`config.mk`:
```
export PLATFORM = sky130hd
export DESIGN_NAME = procedural_tile_row_generator_top
export DESIGN_NICKNAME = d
export VERILOG_FILES = /design/src/trg_pkg.sv /design/src/trg_coord_reduce.sv /design/src/trg_tile_hash.sv /design/src/trg_row_render.sv /design/src/procedural_tile_row_generator_top.sv
export SDC_FILE = /design/constraint.sdc
export NUM_CORES = 1
export LEC_CHECK = 0
export BUFFER_PORTS_ARGS = -buffer_cell sky130_fd_sc_hd__buf_4
export CORE_ASPECT_RATIO = 0.8
export CORE_UTILIZATION = 35
export DETAILED_ROUTE_END_ITERATION = 12
export SETUP_SLACK_MARGIN = 0.2
export SLEW_MARGIN = 5
export SYNTH_ARGS = -nofsm -noshare
export SYNTH_HDL_FRONTEND = slang
export SYNTH_HIERARCHICAL = 1
export SYNTH_SLANG_ARGS = --single-unit
```
`constraint.sdc`:
```
create_clock -name clk -period 8.3 [get_ports clk]
set_clock_uncertainty 0.2 [all_clocks]
set_input_delay 0.83 -clock clk [delete_from_list [all_inputs] [get_ports clk]]
set_output_delay 0.83 -clock clk [all_outputs]
set_load 0.02 [all_outputs]
```
`src/trg_pkg.sv`:
```
// shared types, constants and tables of the procedural tile row generator
package trg_pkg;

    localparam int COORD_W    = 16;
    localparam int HASH_W     = 32;
    localparam int ROW_W      = 16;
    localparam int IN_TDATA_W = 40;
    localparam int CFG_INDEX_W = 1;
    localparam int CFG_DATA_W  = 32;

    // register stages from input to output register
    localparam int PIPE_DEPTH = 6;

    localparam int MAP_COLS_DEFAULT = 256;
    localparam int MAP_ROWS_DEFAULT = 128;

    localparam logic [CFG_INDEX_W-1:0] REG_HASH_SEED       = 1'b0;
    localparam logic [CFG_INDEX_W-1:0] REG_FOREGROUND_MODE = 1'b1;

    localparam logic [HASH_W-1:0] HASH_MUL_COL = 32'h9e37_79b9;
    localparam logic [HASH_W-1:0] HASH_MUL_ROW = 32'h85eb_ca6b;
    localparam logic [HASH_W-1:0] HASH_MUL_MIX = 32'h7feb_352d;

    localparam logic [ROW_W-1:0] CHECK_EVEN  = 16'haaaa;
    localparam logic [ROW_W-1:0] CHECK_ODD   = 16'h5555;
    localparam logic [ROW_W-1:0] EDGE_SIDES  = 16'h8001;
    localparam logic [ROW_W-1:0] EDGE_FULL   = 16'hffff;
    localparam logic [ROW_W-1:0] MARK_TOP_2  = 16'h6000;
    localparam logic [ROW_W-1:0] MARK_TOP_3  = 16'h7000;
    localparam logic [ROW_W-1:0] MARK_BOT_2  = 16'h0006;
    localparam logic [ROW_W-1:0] MARK_BOT_3  = 16'h000e;

    typedef struct packed {
        logic [3:0] pixel_row;
        logic [1:0] plane_index;
    } side_t;

    localparam logic [4:0] FONT_ROWS [112] = '{
        5'h0e, 5'h11, 5'h13, 5'h15, 5'h19, 5'h11, 5'h0e,
        5'h04, 5'h0c, 5'h04, 5'h04, 5'h04, 5'h04, 5'h0e,
        5'h0e, 5'h11, 5'h01, 5'h02, 5'h04, 5'h08, 5'h1f,
        5'h1e, 5'h01, 5'h01, 5'h0e, 5'h01, 5'h01, 5'h1e,
        5'h02, 5'h06, 5'h0a, 5'h12, 5'h1f, 5'h02, 5'h02,
        5'h1f, 5'h10, 5'h10, 5'h1e, 5'h01, 5'h01, 5'h1e,
        5'h0e, 5'h10, 5'h10, 5'h1e, 5'h11, 5'h11, 5'h0e,
        5'h1f, 5'h01, 5'h02, 5'h04, 5'h08, 5'h08, 5'h08,
        5'h0e, 5'h11, 5'h11, 5'h0e, 5'h11, 5'h11, 5'h0e,
        5'h0e, 5'h11, 5'h11, 5'h0f, 5'h01, 5'h01, 5'h0e,
        5'h0e, 5'h11, 5'h11, 5'h1f, 5'h11, 5'h11, 5'h11,
        5'h1e, 5'h11, 5'h11, 5'h1e, 5'h11, 5'h11, 5'h1e,
        5'h0e, 5'h11, 5'h10, 5'h10, 5'h10, 5'h11, 5'h0e,
        5'h1e, 5'h11, 5'h11, 5'h11, 5'h11, 5'h11, 5'h1e,
        5'h1f, 5'h10, 5'h10, 5'h1e, 5'h10, 5'h10, 5'h1f,
        5'h1f, 5'h10, 5'h10, 5'h1e, 5'h10, 5'h10, 5'h10
    };

    localparam logic [2:0] BACK_COL [4] = '{3'd1, 3'd2, 3'd3, 3'd4};
    localparam logic [2:0] INK_COL  [4] = '{3'd7, 3'd6, 3'd5, 3'd7};
    localparam logic [2:0] EDGE_COL [4] = '{3'd5, 3'd3, 3'd1, 3'd6};

    // glyph row for pixel rows 1..14, blank elsewhere
    function automatic logic [4:0] font_row(input logic [3:0] glyph, input logic [3:0] y);
        logic [2:0] rsel;
        logic [6:0] idx;
        rsel = 3'((y - 4'd1) >> 1);
        idx  = 7'({3'b000, glyph} * 7'd7) + {4'b0000, rsel};
        if (y == 4'd0 || y == 4'd15)
        begin
            return 5'h00;
        end
        return FONT_ROWS[idx];
    endfunction

endpackage

```
`src/trg_coord_reduce.sv`:
```
// two-stage reduction of tile column and row modulo the map size
module trg_coord_reduce
    import trg_pkg::*;
#(
    parameter int MAP_COLS = MAP_COLS_DEFAULT,
    parameter int MAP_ROWS = MAP_ROWS_DEFAULT
)
(
    input  logic               clk,
    input  logic               rst_n,
    input  logic               in_valid,
    output logic               in_ready,
    input  logic [COORD_W-1:0] in_col,
    input  logic [COORD_W-1:0] in_row,
    input  side_t              in_side,
    output logic               out_valid,
    input  logic               out_ready,
    output logic [COORD_W-1:0] out_col,
    output logic [COORD_W-1:0] out_row,
    output side_t              out_side
);

    localparam logic [32:0] COL_RECIP =
        33'(((64'd1 << 32) + 64'(MAP_COLS) - 64'd1) / 64'(MAP_COLS));
    localparam logic [32:0] ROW_RECIP =
        33'(((64'd1 << 32) + 64'(MAP_ROWS) - 64'd1) / 64'(MAP_ROWS));
    localparam logic [16:0] COLS_M = 17'(MAP_COLS);
    localparam logic [16:0] ROWS_M = 17'(MAP_ROWS);

    logic               v1_reg, v2_reg;
    logic               adv1, adv2;
    logic [COORD_W-1:0] col1_reg, row1_reg;
    logic [48:0]        col_prod_reg, row_prod_reg;
    logic [48:0]        col_prod_next, row_prod_next;
    side_t              side1_reg, side2_reg;
    logic [COORD_W-1:0] col2_reg, row2_reg;
    logic [COORD_W-1:0] col2_next, row2_next;
    logic [32:0]        col_back, row_back;

    assign adv2     = !v2_reg || out_ready;
    assign adv1     = !v1_reg || adv2;
    assign in_ready = adv1;

    // quotient estimate by reciprocal, exact for 16-bit operands
    assign col_prod_next = 49'(in_col) * 49'(COL_RECIP);
    assign row_prod_next = 49'(in_row) * 49'(ROW_RECIP);

    assign col_back  = 33'(col_prod_reg[47:32]) * 33'(COLS_M);
    assign row_back  = 33'(row_prod_reg[47:32]) * 33'(ROWS_M);
    assign col2_next = col1_reg - col_back[COORD_W-1:0];
    assign row2_next = row1_reg - row_back[COORD_W-1:0];

    always_ff @(posedge clk or negedge rst_n)
    begin
        if (!rst_n)
        begin
            v1_reg <= 1'b0;
            v2_reg <= 1'b0;
        end
        else
        begin
            if (adv1)
            begin
                v1_reg <= in_valid;
            end
            if (adv2)
            begin
                v2_reg <= v1_reg;
            end
        end
    end

    always_ff @(posedge clk)
    begin
        if (adv1)
        begin
            col1_reg     <= in_col;
            row1_reg     <= in_row;
            col_prod_reg <= col_prod_next;
            row_prod_reg <= row_prod_next;
            side1_reg    <= in_side;
        end
        if (adv2)
        begin
            col2_reg  <= col2_next;
            row2_reg  <= row2_next;
            side2_reg <= side1_reg;
        end
    end

    assign out_valid = v2_reg;
    assign out_col   = col2_reg;
    assign out_row   = row2_reg;
    assign out_side  = side2_reg;

endmodule

```
`src/trg_tile_hash.sv`:
```
// two-stage multiply-xorshift tile hash
module trg_tile_hash
    import trg_pkg::*;
(
    input  logic               clk,
    input  logic               rst_n,
    input  logic [HASH_W-1:0]  hash_seed,
    input  logic               in_valid,
    output logic               in_ready,
    input  logic [COORD_W-1:0] in_col,
    input  logic [COORD_W-1:0] in_row,
    input  side_t              in_side,
    output logic               out_valid,
    input  logic               out_ready,
    output logic [HASH_W-1:0]  out_hash,
    output side_t              out_side
);

    logic              v1_reg, v2_reg;
    logic              adv1, adv2;
    logic [HASH_W-1:0] px_reg, py_reg, px_next, py_next;
    logic [HASH_W-1:0] mix, fold, mul_next, mul_reg;
    side_t             side1_reg, side2_reg;

    assign adv2     = !v2_reg || out_ready;
    assign adv1     = !v1_reg || adv2;
    assign in_ready = adv1;

    assign px_next  = {16'h0000, in_col} * HASH_MUL_COL;
    assign py_next  = {16'h0000, in_row} * HASH_MUL_ROW;
    assign mix      = px_reg ^ py_reg ^ hash_seed;
    assign fold     = mix ^ (mix >> 16);
    assign mul_next = fold * HASH_MUL_MIX;

    always_ff @(posedge clk or negedge rst_n)
    begin
        if (!rst_n)
        begin
            v1_reg <= 1'b0;
            v2_reg <= 1'b0;
        end
        else
        begin
            if (adv1)
            begin
                v1_reg <= in_valid;
            end
            if (adv2)
            begin
                v2_reg <= v1_reg;
            end
        end
    end

    always_ff @(posedge clk)
    begin
        if (adv1)
        begin
            px_reg    <= px_next;
            py_reg    <= py_next;
            side1_reg <= in_side;
        end
        if (adv2)
        begin
            mul_reg   <= mul_next;
            side2_reg <= side1_reg;
        end
    end

    assign out_valid = v2_reg;
    assign out_hash  = mul_reg;
    assign out_side  = side2_reg;

endmodule

```
`src/trg_row_render.sv`:
```
// glyph lookup and row word composition, ending in the output register
module trg_row_render
    import trg_pkg::*;
(
    input  logic              clk,
    input  logic              rst_n,
    input  logic              foreground_mode,
    input  logic              in_valid,
    output logic              in_ready,
    input  logic [HASH_W-1:0] in_hash,
    input  side_t             in_side,
    output logic              out_valid,
    input  logic              out_ready,
    output logic [ROW_W-1:0]  out_row_word
);

    logic              v1_reg, v2_reg;
    logic              adv1, adv2;
    logic [HASH_W-1:0] hash_fin;
    logic [4:0]        font_next, font_reg;
    logic [1:0]        variant_reg;
    side_t             side1_reg;
    logic [ROW_W-1:0]  row_reg, row_next;

    logic [3:0]        y;
    logic              top_hit, bot_hit;
    logic [ROW_W-1:0]  edge_m, mark_raw, mark_m, letter_m, glyph_m, bg_m, check_m;
    logic [3:0]        bg_c, ink_c, edge_c;

    assign adv2     = !v2_reg || out_ready;
    assign adv1     = !v1_reg || adv2;
    assign in_ready = adv1;

    assign hash_fin  = in_hash ^ (in_hash >> 15);
    assign font_next = font_row(hash_fin[3:0], in_side.pixel_row);

    always_comb
    begin
        y       = side1_reg.pixel_row;
        edge_m  = (y == 4'd0 || y == 4'd15) ? EDGE_FULL : EDGE_SIDES;
        // marker square is 2 or 3 pixels
        top_hit = (y < 4'd2) || (variant_reg[0] && y == 4'd2);
        bot_hit = variant_reg[1] && ((y >= 4'd13) || (variant_reg[0] && y == 4'd12));
        mark_raw = '0;
        if (top_hit)
        begin
            mark_raw = mark_raw | (variant_reg[0] ? MARK_TOP_3 : MARK_TOP_2);
        end
        if (bot_hit)
        begin
            mark_raw = mark_raw | (variant_reg[0] ? MARK_BOT_3 : MARK_BOT_2);
        end
        mark_m   = mark_raw & ~edge_m;
        letter_m = {3'b000,
                    font_reg[4], font_reg[4], font_reg[3], font_reg[3],
                    font_reg[2], font_reg[2], font_reg[1], font_reg[1],
                    font_reg[0], font_reg[0], 3'b000};
        glyph_m  = letter_m & ~(edge_m | mark_m);
        bg_m     = ~(edge_m | mark_m | glyph_m);
        check_m  = y[0] ? CHECK_ODD : CHECK_EVEN;

        bg_c   = {!foreground_mode, BACK_COL[variant_reg]};
        ink_c  = {!foreground_mode, INK_COL[variant_reg]};
        edge_c = {!foreground_mode, EDGE_COL[variant_reg]};

        row_next = '0;
        if (bg_c[side1_reg.plane_index])
        begin
            row_next = foreground_mode ? (bg_m & check_m) : bg_m;
        end
        if (edge_c[side1_reg.plane_index])
        begin
            row_next = row_next | edge_m;
        end
        if (ink_c[side1_reg.plane_index])
        begin
            row_next = row_next | mark_m | glyph_m;
        end
    end

    always_ff @(posedge clk or negedge rst_n)
    begin
        if (!rst_n)
        begin
            v1_reg <= 1'b0;
            v2_reg <= 1'b0;
        end
        else
        begin
            if (adv1)
            begin
                v1_reg <= in_valid;
            end
            if (adv2)
            begin
                v2_reg <= v1_reg;
            end
        end
    end

    always_ff @(posedge clk)
    begin
        if (adv1)
        begin
            font_reg    <= font_next;
            variant_reg <= hash_fin[5:4];
            side1_reg   <= in_side;
        end
        if (adv2)
        begin
            row_reg <= row_next;
        end
    end

    assign out_valid    = v2_reg;
    assign out_row_word = row_reg;

endmodule

```
`src/procedural_tile_row_generator_top.sv`:
```
// top level of the procedural tile row generator
// One row word per clock: an item enters on every cycle that the output side keeps up. The six
// register stages are coordinate reduction (reciprocal multiply, then back-multiply and subtract),
// the hash (coordinate multiplies, then the mixing multiply), and rendering (glyph ROM lookup, then
// row composition into the output register). Each stage holds its item while the stage after it is
// full and stalled, so bubbles are squeezed out and new items are taken while a finished row word
// waits. Configuration writes are always ready. The seed and the mode are read in later stages, so
// write them only while no item is in flight.
module procedural_tile_row_generator_top
    import trg_pkg::*;
#(
    parameter int MAP_COLS = MAP_COLS_DEFAULT,
    parameter int MAP_ROWS = MAP_ROWS_DEFAULT
)
(
    input  logic                   clk,
    input  logic                   rst_n,
    input  logic                   s_axis_tvalid,
    output logic                   s_axis_tready,
    // tile_col[15:0], tile_row[31:16], pixel_row[35:32], plane_index[37:36], zero pad
    input  logic [IN_TDATA_W-1:0]  s_axis_tdata,
    output logic                   m_axis_tvalid,
    input  logic                   m_axis_tready,
    // row_word[15:0]
    output logic [ROW_W-1:0]       m_axis_tdata,
    input  logic                   cfg_valid,
    output logic                   cfg_ready,
    input  logic [CFG_INDEX_W-1:0] cfg_index,
    input  logic [CFG_DATA_W-1:0]  cfg_data
);

    localparam int INFLIGHT_W = $clog2(PIPE_DEPTH + 1);

    logic [HASH_W-1:0]     hash_seed_reg;
    logic                  fg_mode_reg;

    side_t                 in_side;
    logic                  red_valid, red_ready;
    logic [COORD_W-1:0]    red_col, red_row;
    side_t                 red_side;
    logic                  hash_valid, ren_ready;
    logic [HASH_W-1:0]     hash_val;
    side_t                 hash_side;

    logic [INFLIGHT_W-1:0] inflight_reg, inflight_next;
    logic                  in_acc, out_acc;

    assign cfg_ready = 1'b1;

    always_ff @(posedge clk or negedge rst_n)
    begin
        if (!rst_n)
        begin
            hash_seed_reg <= '0;
            fg_mode_reg   <= 1'b0;
        end
        else if (cfg_valid && cfg_ready)
        begin
            case (cfg_index)
                REG_HASH_SEED:       hash_seed_reg <= cfg_data;
                REG_FOREGROUND_MODE: fg_mode_reg   <= cfg_data[0];
                default:             ;
            endcase
        end
    end

    assign in_side.pixel_row   = s_axis_tdata[35:32];
    assign in_side.plane_index = s_axis_tdata[37:36];

    trg_coord_reduce #(
        .MAP_COLS (MAP_COLS),
        .MAP_ROWS (MAP_ROWS)
    ) u_reduce (
        .clk       (clk),
        .rst_n     (rst_n),
        .in_valid  (s_axis_tvalid),
        .in_ready  (s_axis_tready),
        .in_col    (s_axis_tdata[15:0]),
        .in_row    (s_axis_tdata[31:16]),
        .in_side   (in_side),
        .out_valid (red_valid),
        .out_ready (red_ready),
        .out_col   (red_col),
        .out_row   (red_row),
        .out_side  (red_side)
    );

    trg_tile_hash u_hash (
        .clk       (clk),
        .rst_n     (rst_n),
        .hash_seed (hash_seed_reg),
        .in_valid  (red_valid),
        .in_ready  (red_ready),
        .in_col    (red_col),
        .in_row    (red_row),
        .in_side   (red_side),
        .out_valid (hash_valid),
        .out_ready (ren_ready),
        .out_hash  (hash_val),
        .out_side  (hash_side)
    );

    trg_row_render u_render (
        .clk             (clk),
        .rst_n           (rst_n),
        .foreground_mode (fg_mode_reg),
        .in_valid        (hash_valid),
        .in_ready        (ren_ready),
        .in_hash         (hash_val),
        .in_side         (hash_side),
        .out_valid       (m_axis_tvalid),
        .out_ready       (m_axis_tready),
        .out_row_word    (m_axis_tdata)
    );

    // items in flight, for checking only
    assign in_acc        = s_axis_tvalid && s_axis_tready;
    assign out_acc       = m_axis_tvalid && m_axis_tready;
    assign inflight_next = inflight_reg + INFLIGHT_W'(in_acc) - INFLIGHT_W'(out_acc);

    always_ff @(posedge clk or negedge rst_n)
    begin
        if (!rst_n)
        begin
            inflight_reg <= '0;
        end
        else
        begin
            inflight_reg <= inflight_next;
        end
    end

    a_no_phantom_item: assert property (@(posedge clk) disable iff (!rst_n)
        inflight_reg == '0 |-> !m_axis_tvalid)
        else $error("row word shown with no item in flight");

    a_inflight_bound: assert property (@(posedge clk) disable iff (!rst_n)
        inflight_reg <= INFLIGHT_W'(PIPE_DEPTH))
        else $error("more items in flight than pipeline stages");

    a_empty_out_drains: assert property (@(posedge clk) disable iff (!rst_n)
        !m_axis_tvalid |-> ren_ready)
        else $error("render stage stalled with empty output register");

endmodule

```
---- After elaboration in Yosys (flattened, before gate mapping) ----
Memory sizes are Yosys's and may differ from the RTL's.
Cells that the tools add are included.
word-level totals
  register bits ........................... 241
  bits in latches ......................... 0
  RAM bits ................................ 0
  memory bits (read-only) ................. 640
  input port bits ......................... 78
  output and inout bits ................... 19
  word-level logic and storage cells ...... 119
  memories kept ........................... 1
cells by class
  $add $sub $neg .......................... 4
  multipliers ............................. 4
  div/mod/pow operators ................... 0
  $lt $le $gt $ge ......................... 5
  equality and inequality tests ........... 4
  shift operators ......................... 0
  multiplexer cells ....................... 30
  bitwise operators ....................... 19
  reduce and logical (&&, ||, !) cells .... 24
memory list
  name              depth  width  read ports  clocked after Yosys merged registers in  write ports  line           text
  (name not given)  128    5      1           0                                        0            trg_pkg.sv:71  return FONT_ROWS[idx];
operators by type and width
  operator                count
  $mux 16                 7
  $or 16x16->16           6
  $mul 16x32->32 const B  2
  $xor 32x32->32          2
  $not 16->16             3
  $and 16x16->16          2
  $mul 32x31->21 const B  1
  $sub 16x16->16          2
  $xor 32x16->32          1
  $mux 5                  4
  $bmux 3 s2              3
  $mux 3                  6
  $and 13x16->16          1
  $mux 15                 1
  $mux 13                 1
  $eq 4x4->1 const B      3
  $logic_or 1x1->1        10
  $ge 8x8->1 const B      1
  $logic_not 4->1         2
  $not 7->8               1
  $add 7x3->7             1
  $logic_not 1->1         7
  $mul 4x3->7 const B     1
  $bmux 1 s2              3
  other kinds (13)        19

---- Longest topological paths before layout ----
Gate-level depths: netlist of the first run.
  depth after elaboration ................. 20
  depth in mapped cells ................... 27
  depth with buffers taken out ............ 26

---- By module ----
Netlist of the first run, hierarchy kept.
modules (own cells, without submodules)
  module                             instances  cells each  area each (sq um)  seq. area each (sq um)
  trg_tile_hash                      1          2434        25599.6            3293.2
  trg_row_render                     1          291         2844.0             890.9
  trg_coord_reduce                   1          67          1477.7             1311.3
  procedural_tile_row_generator_top  1          74          1410.1             825.8

---- Least setup slack after synthesis of the first run ----
Ideal clock, no wire load.
  path type ............................... flip-flop to flip-flop
  start ................................... register u_hash.py_reg[21]
  end ..................................... register u_hash/out_hash[31] (netlist name)
  setup time .............................. 260 ps
  arrival ................................. 6969 ps
  data required time ...................... 7840 ps
  setup slack ............................. 871 ps
  stages on the path, launching flop included .. 26
  period minus slack after synthesis ...... 7429 ps
  cells stage by stage .................... edfxtp_1 -> xor2_1 -> xnor2_1 -> xnor2_1 -> inv_1 -> ha_1 -> ha_1 -> or2_2 -> fa_1 -> inv_1 -> fa_1 -> inv_1 -> fa_1 -> inv_1 -> fa_1 -> fa_1 -> inv_1 -> fa_1 -> fa_1 -> xnor2_1 -> xnor3_1 -> xnor2_1 -> xnor2_1 -> xnor2_1 -> xnor2_1 -> xnor2_1
RTL lines
  item                    line                 text
  from (decl)             trg_tile_hash.sv:21  logic [HASH_W-1:0] px_reg, py_reg, px_next, py_next;
  from (signal assigned)  trg_tile_hash.sv:60  py_reg <= py_next;

---- Worst setup path in the final report of the first run ----
  start ................................... register u_hash.px_reg[5]
  end ..................................... register u_hash.mul_reg[20], in the netlist u_hash/out_hash[20], data pin
between the ends
  cells in the longest elaborated chain, start to end .. 4
ends and longest elaborated chain
  item                          line                 text
  from (decl)                   trg_tile_hash.sv:21
  from (signal assigned)        trg_tile_hash.sv:59  px_reg <= px_next;
  $xor 32x32->32 (2 in series)  trg_tile_hash.sv:31  assign mix = px_reg ^ py_reg ^ hash_seed;
  $xor 32x16->32                trg_tile_hash.sv:32  assign fold = mix ^ (mix >> 16);
  $mul 32x31->21                trg_tile_hash.sv:33  assign mul_next = fold * HASH_MUL_MIX;
  net u_hash.mul_next[20]       trg_tile_hash.sv:22  logic [HASH_W-1:0] mix, fold, mul_next, mul_reg;
  to (signal assigned)          trg_tile_hash.sv:65  mul_reg <= mul_next;
  to (decl)                     trg_tile_hash.sv:22
The timed path passes the listed nets, and every way through them passes these cells.
A chain may end at the register's enable or synchronous reset.

==> metrics, run 1 <==
Worst EP required=8420 ps; Die Width=304 µm; crit start category=register; CTS Buffer Depth=2; Num CTS Buffers=17; Congestion Overflow GR=0; Final GP Congestion=0.931; worst slack, placed=1340 ps; HPWL Detailed=51.6 mm; Row Count=88; Min-Delay Path Class=input pin to async pin; most common cell after layout, fill and taps aside=inv_1; critical path arrival=7130 ps; Post-CTS Hold Buffers=0; Post-Synthesis Cells=2294; initial core utilization=35.4%; WHS=153 ps; Setup Crit Path Kind=register to register; CP max FO=6; TritonCTS clock tree=yes; crit-path leading delay family=adder cells; Syn Area/Cell=11.1 µm²; DRC errors left=0; Synth Warn #=6; per-cell routed wire length=18.0 µm; Buf/Inv on CP=7; post_cts resized=0; CTS Sinks=197; Post-DRT Antenna Nets=0; ant diodes=0; PortBufs=76; crit end category=register; vias in the first global route=17100; final worst slack=1290 ps; initial antenna violation count=1; RSZ-0062 raised after global routing=no; Via density=4.77; Post-CTS Setup Inserts=0; Final Util=38.4%; Worst Max-Slew Pin Slew=1130 ps; DRT Pass-1 Iters=5; die area=74000 µm²; commonest cells after routing, fill and taps aside=inv_1 (590), ha_1 (368), fa_1 (360); Area Growth Syn to Fin=8.63%; clk_lat worst skew=470 ps; CP dominant cell by count=inv_1; largest net degree at the start of global routing=72; Top Ports=97; status=complete, no violations; H-tree Lvls=4; drt initial violations=976; root buffer cell=clkbuf_16; DR vias=15900; fmax=0.143 GHz; first-pass GRT wire length=95.3 mm; core footprint=72100 µm²; total track usage=16.9%; max_slew headroom=24.3%; clk slew on worst S/H paths=80 ps; post-route minimum period=7010 ps; Fin. Hold Viols=0; Critical-path top delay cell=fa_1; post-route clock period utilization=84.4%; final-report setup violation count=0; crit-path max cell delay=530 ps; reg2reg setup slack=1290 ps; setup TNS=0 ps; Post-layout nets=3182; chip height=243 µm; # fillers=6993; Max Cap Viol=0; drt total wl=60.1 mm; post-synthesis cell area=25500 µm²; fin. max-slew vios=0; layout cells sized above 1=7.87%
## layout make-up
type                    count  area, µm²  area share, %
clock buffers              17        425           1.53
clock inverters            15        194          0.700
inverters                 591       2220           8.00
multi-input cells        1481      17300           62.5
flip-flops and latches    197       5720           20.6
well taps                 945       1180           4.27
repair buffers             88        661           2.38
## final timing paths
| kind | depth (start not counted) | start | to |
|---|---|---|---|
| max | 26 | u_hash/px_reg[5] | u_hash/out_hash[20] |
| min | 1 | rst_n | u_render/out_valid |
| max reg2reg | 26 | u_hash/px_reg[5] | u_hash/out_hash[20] |
| min reg2reg | 0 | u_reduce/out_side[2] | u_hash/side1_reg[2] |
| max in group asynchronous | 1 | rst_n | hash_seed_reg[23] |
| min in group clk | 0 | u_reduce/out_side[2] | u_hash/side1_reg[2] |
## metal layers
metal  track usage (%)  vias up  wire length [µm]
met5                 0        -                 0
met1              25.0     8027             29600
li1                  -     7487                 -
met2              25.3      347             25800
met4              3.11        0               744
met3              4.06       29              3950
## stage by stage
step                      area [µm²]  cells
after global placement         27100   3302
after floorplan                25600   2310
after CTS                      27700   3334
final                          27700   3334
after detailed placement       27100   3302
after global routing           27700   3334
## worst register-to-register path, delay by kind of cell, from the launching register on
family                     cells  cell delay (ps)
and+or+nand+nor                2              160
xor gates and xnor gates       3             1030
buffers and inverters          7              600
AOI/OAI and AO/OA              5              850
DFF                            1              390
adders and majority gates      9             3640
Power of run 1 is not shown: default switching activity piles up to over one toggle a cycle in this logic, so the estimate is an artifact.
==> run 2, diff against run 1 <==
==> constraint.sdc (replaced) <==
create_clock -name clk -period 7.2 [get_ports clk]
set_clock_uncertainty 0.2 [all_clocks]
set_input_delay 0.72 -clock clk [delete_from_list [all_inputs] [get_ports clk]]
set_output_delay 0.72 -clock clk [all_outputs]
set_load 0.02 [all_outputs]
==> run 2 against run 1 <==
Die area stayed put. Clock-buffer cell count is the same. Setup slack worse by 880 ps.
==> metrics, run 2 (synthesis results as in run 1) <==
critical path arrival=6800 ps (-330 ps); worst-path cell chain=xor2_1, xnor2_1, xnor2_2, inv_1, ha_1, inv_1, fa_1, inv_1, fa_1, ha_1, ha_1, inv_1, fa_1, fa_1, inv_1, ha_1, and2_1, and3_1, a32oi_1, nand4_1, o211a_1, a21o_1, a21oi_1, o21ai_0; reg2reg path depth=24 (-7.7%); Area Growth Syn to Fin=8.99%; DRC errors left=0 (unchanged); Congestion Overflow GR=0 (unchanged); final-report setup violation count=0 (unchanged); Post-layout nets=3190 (+0.25%); Worst EP required=7210 ps (-1210 ps); setup TNS=0 ps (unchanged); Post-DRT Antenna Nets=0 (unchanged); clk_lat worst skew=470 ps (about the same); clk slew on worst S/H paths=90 ps (about the same); DR vias=15900 (+0.14%); most common cell after layout, fill and taps aside=inv_1; root buffer cell=clkbuf_16; CTS Buffer Depth=2 (unchanged); Row Count=88 (unchanged); DRT Pass-1 Iters=5 (unchanged); commonest cells after routing, fill and taps aside=inv_1 (590), ha_1 (368), fa_1 (360); crit-path leading delay family=adder cells; Top Ports=97 (unchanged); fin. max-slew vios=0 (unchanged); reg2reg setup slack=410 ps (-880 ps); crit start category=register; Num CTS Buffers=17 (unchanged); crit-path max cell delay=550 ps (+20 ps); Die Width=304 µm (unchanged); per-cell routed wire length=18.0 µm (about the same); Buf/Inv on CP=5 (-2); die area=74000 µm² (unchanged); total track usage=16.9% (-0.036 points); Post-CTS Hold Buffers=0 (unchanged); final worst slack=410 ps (-881 ps); ant diodes=0 (unchanged); Fin. Hold Viols=0 (unchanged); CTS Sinks=197 (unchanged); initial core utilization=35.4% (unchanged); drt initial violations=954 (-2.3%); CP dominant cell by count=inv_1; Worst Max-Slew Pin Slew=1100 ps (-33.1 ps); status=complete, no violations; worst slack, placed=315 ps (-1030 ps); fmax=0.147 GHz (+3.2%); Worst R2R Start=u_hash/px_reg[25]; vias in the first global route=17100 (-0.27%); layout cells sized above 1=8.34% (+0.47 points); HPWL Detailed=52.0 mm (+0.79%); TritonCTS clock tree=yes; first-pass GRT wire length=95.7 mm (+0.38%); initial antenna violation count=0 (-1); capture point of the worst reg-to-reg path=u_hash/out_hash[20]; Via density=4.76 (-0.10%); largest net degree at the start of global routing=73 (+1.4%); Min-Delay Path Class=input pin to async pin; RSZ-0062 raised after global routing=yes; post-route minimum period=6790 ps (-219 ps); PortBufs=76 (unchanged); H-tree Lvls=4 (unchanged); post-route clock period utilization=94.3% (+9.9 points); Max Cap Viol=0 (unchanged); chip height=243 µm (unchanged); max_slew headroom=26.5% (+2.2 points); # fillers=6993 (unchanged); Worst Setup SP=u_hash/px_reg[25]; Final GP Congestion=0.963 (+3.4%); Critical-path top delay cell=xnor2_1; Setup Crit Path Kind=register to register; drt total wl=60.2 mm (+0.16%); crit end category=register; core footprint=72100 µm² (unchanged); CP max FO=5 (-1)
[run 2: stage by stage]
stage	utilization [%]	cell area (µm²)	hold WS, ps	cells
2_1_floorplan	-	25600	200	2310
3_3_place_gp	37.7	27200	202	3310
3_5_place_dp	37.7	27200	205	3310
4_1_cts	38.5	27800	59.2	3342
5_1_grt	38.6	27800	83.1	3342
6_report	38.6	27800	62.5	3342
[run 2: metal layers]
layer  vias to the layer above  share of wire [%]  global-route usage, %
li1                       7496                  -                      -
met1                      8081                 50                   24.9
met2                       305                 43                   25.2
met3                        30                6.0                   4.24
met4                         0                1.1                   2.75
met5                         -                  0                      0
[run 2: timing repair]
| item | CTS | global route |
|---|---|---|
| endpoints found under the setup margin | 0 | 2 |
| gates resized for setup | 0 | 5 |
| buffers inserted | 0 | 0 |
[run 2: layout make-up]
type | instances | area [µm²] | share of cell area, %
Tap cell | 945 | 1180 | 4.25
Multi-Input combinational cell | 1481 | 17300 | 62.4
Clock buffer | 17 | 425 | 1.53
Sequential cell | 197 | 5720 | 20.6
Timing Repair Buffer | 96 | 721 | 2.59
Clock inverter | 15 | 196 | 0.706
Inverter | 591 | 2220 | 7.98
[run 2: worst max-delay path by stage]
stage	end	slack, ps	cells after the start
2_1_floorplan	u_hash/out_hash[20]	930	27
3_3_place_gp	u_hash/out_hash[20]	400	26
3_5_place_dp	u_hash/out_hash[20]	310	26
4_1_cts	u_hash/out_hash[20]	300	26
5_1_grt	u_hash/out_hash[20]	140	26
6_report	u_hash/out_hash[20]	410	24
Power of run 2 is left out for the same reason.
==> run 3, diff against run 2 <==
==> constraint.sdc (replaced) <==
create_clock -name clk -period 7.2 [get_ports clk]
set_clock_uncertainty 0.2 [all_clocks]
set_input_delay 1.44 -clock clk [delete_from_list [all_inputs] [get_ports clk]]
set_output_delay 1.44 -clock clk [all_outputs]
set_load 0.02 [all_outputs]
==> run 3 against run 2 <==
Routed wire length up 1.2%. Die area unchanged. Register-to-register slack better by 30 ps. Sequential share of layout area about the same. Global-route usage up 0.30 points. Utilization about the same. Clock-buffer cell count up 1. Critical path depth unchanged. Setup slack better by 28 ps. Sequential cell count unchanged. First-iteration DRC count down 9.5%. Largest cell class unchanged. Highest routed layer unchanged.
==> metrics, run 3 (synthesis results as in run 1) <==
crit end category=register; met2 Use GR=25.7% (+0.47 points); CP max FO=4 (-1); global routing's busiest layer=met2; worst-path cell chain=xor2_1, xnor2_1, xnor2_2, inv_1, ha_1, inv_1, fa_1, inv_1, fa_1, ha_1, ha_1, inv_1, fa_1, fa_1, inv_1, ha_1, and2_1, and3_1, a32oi_1, nand4_1, o211a_1, a21o_1, a21oi_1, o21ai_0; Max Cap Viol=0 (unchanged); Final GP Congestion=0.954 (-0.93%); dpl cells=3311 (+0.030%); Row Count=88 (unchanged); setup TNS=0 ps (unchanged); crit start category=register; layout cells sized above 1=8.47% (+0.12 points); max_slew headroom=27.6% (+1.1 points); core footprint=72100 µm² (unchanged); first-pass GRT wire length=96.9 mm (+1.3%); final non-filler cell total=3343 (+0.030%); Worst R2R Start=hash_seed_reg[25]; Via density=4.78 (+0.33%); Critical-path top delay cell=fa_1; Min-Delay Path Class=register to register; area of the multi-input gates=17400 µm² (about the same); status=complete, no violations; die area=74000 µm² (unchanged); M1 GR Usage=25.5% (+0.63 points); PortBufs=76 (unchanged); drt initial violations=863 (-9.5%); chip height=243 µm (unchanged); per-cell routed wire length=18.2 µm (+1.2%); Worst Setup SP=hash_seed_reg[25]; final-report setup violation count=0 (unchanged); vias in the first global route=17300 (+1.0%); RSZ-0062 raised after global routing=no; Congestion Overflow GR=0 (unchanged); Fin. Hold Viols=0 (unchanged); Setup Crit Path Kind=register to register; HPWL Detailed=52.4 mm (+0.87%); H-tree Lvls=4 (unchanged); Sequential Area=5720 µm² (unchanged); Post-DRT Antenna Nets=0 (unchanged); fin. max-slew vios=0 (unchanged); fmax=0.148 GHz (+0.41%); critical path arrival=6770 ps (-30 ps); largest net degree at the start of global routing=72 (-1.4%); initial antenna violation count=1 (+1); CP dominant cell by count=inv_1; clk slew on worst S/H paths=80 ps (about the same); post-route minimum period=6760 ps (-27.7 ps); Top Ports=97 (unchanged); total track usage=17.2% (+0.30 points); HP Start=u_reduce/row_prod_reg[27]; Num CTS Buffers=17 (unchanged); clk_lat worst skew=470 ps (about the same); TritonCTS clock tree=yes; Worst EP required=7210 ps (about the same); Buf/Inv on CP=5 (unchanged); root buffer cell=clkbuf_16; CTS Buffer Depth=2 (unchanged); crit-path leading delay family=adder cells; commonest cells after routing, fill and taps aside=inv_1 (590), ha_1 (368), fa_1 (360); Die Width=304 µm (unchanged); grt met3 use=3.88% (-0.37 points); DRT Pass-1 Iters=5 (unchanged); crit-path max cell delay=530 ps (-20 ps); initial core utilization=35.4% (unchanged); Post-layout nets=3191 (+0.031%); # fillers=6948 (-0.64%); Area Growth Syn to Fin=8.98% (about the same); Post-CTS Setup Inserts=0 (unchanged); DR vias=16000 (+0.36%); Worst Max-Slew Pin Slew=1080 ps (-16.5 ps); post-route clock period utilization=93.9% (-0.38 points); ant diodes=0 (unchanged); DRC errors left=0 (unchanged); drt total wl=60.9 mm (+1.2%); most common cell after layout, fill and taps aside=inv_1; CTS Sinks=197 (unchanged)
run 3: cell types whose count changed in the layout (fill, tap and decap cells not counted), sizes merged:
| cell | before | now |
|---|---|---|
| clkinv | 8 | 6 |
| buf | 96 | 97 |
| clkbuf | 17 | 18 |
| clkinvlp | 0 | 1 |
run 3: layout make-up:
class,instances,share of cell area [%]
tap,945,4.25
timing repair buffer,97,2.62
sequential,197,20.6
clock buffer,18,1.54
clock inverter,14,0.607
inverter,591,7.98
multi-input combinational,1481,62.4
run 3: final timing paths:
path,to,slack (ps),cells past startpoint
worst max-delay path,u_hash/out_hash[20],440,24
worst min-delay path,u_reduce/out_row[2],220,0
worst max register to register,u_hash/out_hash[20],440,24
worst min register to register,u_reduce/out_row[2],220,0
max in group asynchronous,hash_seed_reg[23],5580,1
min in group asynchronous,u_render/out_valid,770,1
run 3: per-layer routing:
layer  routed length (µm)  up-vias  part of all wire (%)
li1                     -     7510                     -
met1                30400     8101                    50
met2                26200      317                    43
met3                 3550       42                   5.8
met4                  808        0                   1.3
met5                    0        -                     0
run 3: per-stage QoR:
stage                     utilization (%)  hold slack, ps  area (µm²)  setup slack [ps]
after floorplan                         -             200       25600               704
after global placement               37.7             202       27200               443
after detailed placement             37.7             205       27200               466
after CTS                            38.5             224       27800               362
after global routing                 38.6             234       27800               207
final                                38.6             220       27800               438
run 3: worst register-to-register path, stage by stage (launching register included):
cell and delay (ps):
dfrtp_1 420, xor2_1 170, xnor2_1 520, xnor2_2 300, inv_1 130, ha_1 300, inv_1 50, fa_1 480
inv_1 60, fa_1 530, ha_1 220, ha_1 270, inv_1 50, fa_1 450, fa_1 490, inv_1 40
ha_1 290, and2_1 220, and3_1 220, a32oi_1 190, nand4_1 180, o211a_1 230, a21o_1 190, a21oi_1 200
o21ai_0 120
run 3: repair_timing:
item / CTS / global route
endpoints found under the hold margin: 0 / 0
resized for setup: 0 / 6
setup endpoints to repair: 0 / 2
hold buffers: 0 / 0
Power of run 3 is left out for the same reason.
